$ cat src/sv/mvna_ram.sv
// Generic single-port-write, single-port-read RAM with registered read data.
module mvna_ram #(
   parameter int WIDTH = 8,
   parameter int DEPTH = 16
) (
   input  logic                             clock,
   input  logic                             wr_en,
   input  logic [$clog2(DEPTH)-1:0]         wr_addr,
   input  logic [WIDTH-1:0]                 wr_data,
   input  logic [$clog2(DEPTH)-1:0]         rd_addr,
   output logic [WIDTH-1:0]                 rd_data
);

   logic [WIDTH-1:0] mem_ff [DEPTH];
   logic [WIDTH-1:0] rd_data_ff;

   // write one entry, register the read
   always_ff @(posedge clock) begin
      if (wr_en) begin
         mem_ff[wr_addr] <= wr_data;
      end
      rd_data_ff <= mem_ff[rd_addr];
   end

   assign rd_data = rd_data_ff;

endmodule

$ cat config.mk
export PLATFORM = sky130hd
export DESIGN_NAME = mvna_ram
export DESIGN_NICKNAME = d
export VERILOG_FILES = /design/src/sv/mvna_ram.sv
export SDC_FILE = /design/constraint.sdc
export NUM_CORES = 1
export LEC_CHECK = 0
export ABC_AREA = 1
export ABC_CLOCK_PERIOD_IN_PS = 1600
export BUFFER_PORTS_ARGS = -buffer_cell sky130_fd_sc_hd__buf_2
export CAP_MARGIN = 30
export CORE_ASPECT_RATIO = 0.5
export CORE_MARGIN = 1.5
export CORE_UTILIZATION = 61
export DETAILED_ROUTE_END_ITERATION = 8
export HOLD_SLACK_MARGIN = 0.15
export PLACE_DENSITY_LB_ADDON = 0.2
export SLEW_MARGIN = 0
export SYNTH_ARGS = -nofsm -noshare
export SYNTH_HDL_FRONTEND = slang
export SYNTH_SLANG_ARGS = --single-unit
export TNS_END_PERCENT = 20
$ cat constraint.sdc
create_clock -name clock -period 1.6 [get_ports clock]
set_input_delay 0.32 -clock clock [delete_from_list [all_inputs] [get_ports clock]]
set_output_delay 0.32 -clock clock [all_outputs]
set_load 0.01 [all_outputs]
==> summary.md <==
| Metric | Value |
|---|---|
| Seq pwr share | 48.1% |
| Number of DRC markers in iteration 0 | 354 |
| Antenna violations before repair | 0 |
| Synth unique cells | 12 |
| Crit-path max cell delay | 340 ps |
| Fmax | between 800 and 900 MHz |
| Net Sw Frac | a little over a fifth |
| Post-CTS Setup Bufs | 0 |
| P_sw | 1770 uW |
| CP top delay family | flip-flops |
| Final wirelength | 12400 um |
| RSZ-0062 raised after global routing | false |
| Worst setup EP type | output port |
| Root buf cell | clkbuf_16 |
| Total chip power | 8320 uW |
| CP Max Fanout | 1 |
| Dpl ws | 233 ps |
| Worst setup SP type | flop |
| Worst Path Arrival | ~880 ps |
| Post-Layout Cell Count | 729 |
| CTS tree | built |
| Clk_lat worst skew | approximately 410 ps |
| Final critical-path required period | about 1200 ps |
| I/O pin cnt | 26 |
| WP buf/inv | 1 |
| I/O Buffers | 25 |
| Combinational power share | 5.9% |
| CTS buffer count | 17 |
| Placed Cells incl. Taps | 698 |
| Synth Area in Adders | 0% |
| Residual DRC | 0 |
| Clk pwr share | 45.9% |
| Fin crit share | 75.2% |
| TNS Setup | 0 ps |
| Die width | 141 um |
| FF+latch count, synth | 136 |
| Warnings from Yosys | 0 |
| MaxCap Viol Count | 0 |
| Relative slew slack | 74.4% |
| Final Setup Violations | 0 |
| Seq/Total Area, Yosys | 69.4% |
| Post-synthesis mux area share | 0% |
| Final Hold Viols | 0 |
| Final GP Congestion | approximately 0.8 |
| Slew Limit Fails | 0 |
| Worst EP required | between 1000 and 1500 ps |
| Global-route wire length before repair | 19700 um |
| Commonest non-fill, non-tap cell in the layout | nand2_1 |
| Drt wl/cell | between 15 and 20 um |
| Cell taking the most area after synthesis | edfxtp_1 |
| Global Route Usage Sum | 27.2% |
| Post-route ant nets | 0 |
| Cell breakdown of the critical path | buf_2 |
| Run status | finished, final reports clean |
| Starting density of the core | 64.4% |
| Power Dens Cells | ~1200 nW/um2 |
| Via density | around 5.4 |
| Hpwl dp | approximately 7400 um |
| Slew @ Worst Pin | about 380 ps |
| Critical setup path kind | flop to output port |
| P_int | 6560 uW |
| Core area | between 8000 and 9000 um2 |
| CTS max path bufs | 2 |
| Setup slack after layout | 397 ps |
| Peak supply drop | a little under 0.8 mV |
| Synth area leaders | edfxtp_1 67%, nand2_1 11%, nand3_1 8.4%, inv_1 6.5%, dfxtp_1 2.8% |
| Number of cell rows | 24 |
| # resized after CTS | 0 |
| Largest family of logic cells by synthesized area | simple AND/OR/NAND/NOR gates |
| Slowest stage cell, crit path | dfxtp_1 |
| XOR/XNOR share of the synthesized area | 0% |
| Routed via count | 3958 |
| Max Clock Skew | 6.69 ps |
| Syn avg cell area | ~10 um2 |
| Syn Nets | between 500 and 600 |
| Netlist Area Pre-Place | 5770 um2 |
| Post-Synthesis Cells | 551 |
| Synthesis-to-finish area growth | 16.4% |
| Die area | 10100 um2 |
| H-Tree Depth | 4 |
| Layout Nets | a little over 600 |
| Top-area cell type share of the netlist area | 66.7% |
| Post-Synth Simple-Gate Area | 21.0% |
| Clk slew on worst S/H paths | ~60 ps |
| Largest net degree at the start of global routing | 65 |
| CTS hold repair buffers | 0 |
| Hold_ws | 287 ps |
| Type of the tightest min-delay check | primary input to flop |
| GR Overflow Total | 0 |
| Die Y | 71.8 um |
| CTS Sinks | 136 |
| Synth Area in Compound Gates | 0% |
| Pre-antenna DRT Iters | 5 |
| Pleak | 0.00297 uW |
| N_diodes | 0 |
| Share of cells above drive strength 1 | 13.9% |
| Number of global-route vias before repair | roughly 3800 |
| Most frequent cells in the layout | 173 x nand2_1, 128 x edfxtp_1, 100 x inv_1 |
cell type report:
class,instances,area (um2)
Clock buffer,17,425
Clock inverter,14,159
Fill cell,545,2240
Inverter,102,383
Multi-Input combinational cell,289,1210
Sequential cell,136,4000
Tap cell,117,146
Timing Repair Buffer,54,380
cell usage after synthesis (all sizes together):
| master | number |
|---|---|
| dfxtp | 8 |
| nand3b | 2 |
| nand2 | 173 |
| edfxtp | 128 |
| buf | 24 |
| nor2 | 17 |
| nand3 | 97 |
| inv | 102 |
metal layers:
layer	vias up	track usage [%]	wire length [um]
met5	-	0	0
met4	0	13.0	236
met3	24	6.28	1130
met2	203	42.6	5660
met1	1863	37.0	5340
li1	1868	-	-
stage by stage:
stage	utilization (%)	instance area, um2
finish	75.0	6710
global route	75.0	6710
CTS	75.0	6710
detailed placement	68.5	6130
global placement	68.5	6130
floorplan	-	5770
registers in the layout, summed over array words and instances (netlist names):
| name | flops |
|---|---|
| rd_data | 8 |
| mem_ff | 128 |
path summary, 6_finish.rpt:
kind / start / endpoint / slack (ps) / depth (start not counted)
max: rd_data[0]$_DFF_P_ / rd_data[0] / 400 / 1
max reg2reg: mem_ff[7][0]$_DFFE_PP_ / rd_data[0]$_DFF_P_ / 610 / 6
min reg2reg: mem_ff[11][3]$_DFFE_PP_ / rd_data[3]$_DFF_P_ / 670 / 6
min: rd_addr[3] / rd_data[7]$_DFF_P_ / 290 / 3
cell families (layout without fill, tap and decap cells):
kind of cell,after synthesis,count (layout)
and+or+nand+nor,289,289
DFF,136,136
buffers and inverters,126,187
power groups by stage:
stage / Clock [uW] / Combinational [uW] / Sequential [uW]
after detailed placement: 0 / 482 / 4080
after global routing: 4000 / 544 / 4010
after floorplan: 0 / 281 / 4090
after CTS: 3850 / 489 / 4010
final: 3820 / 492 / 4010
after global placement: 0 / 476 / 4080
worst register-to-register path, stage by stage (launching register included):
cell and delay, ps:
edfxtp_1 360, inv_1 60, nand2_1 70, nand3_1 110, nand3_1 120, nand3_1 110, nand2_1 60
Power figures use the tool's default switching activity.
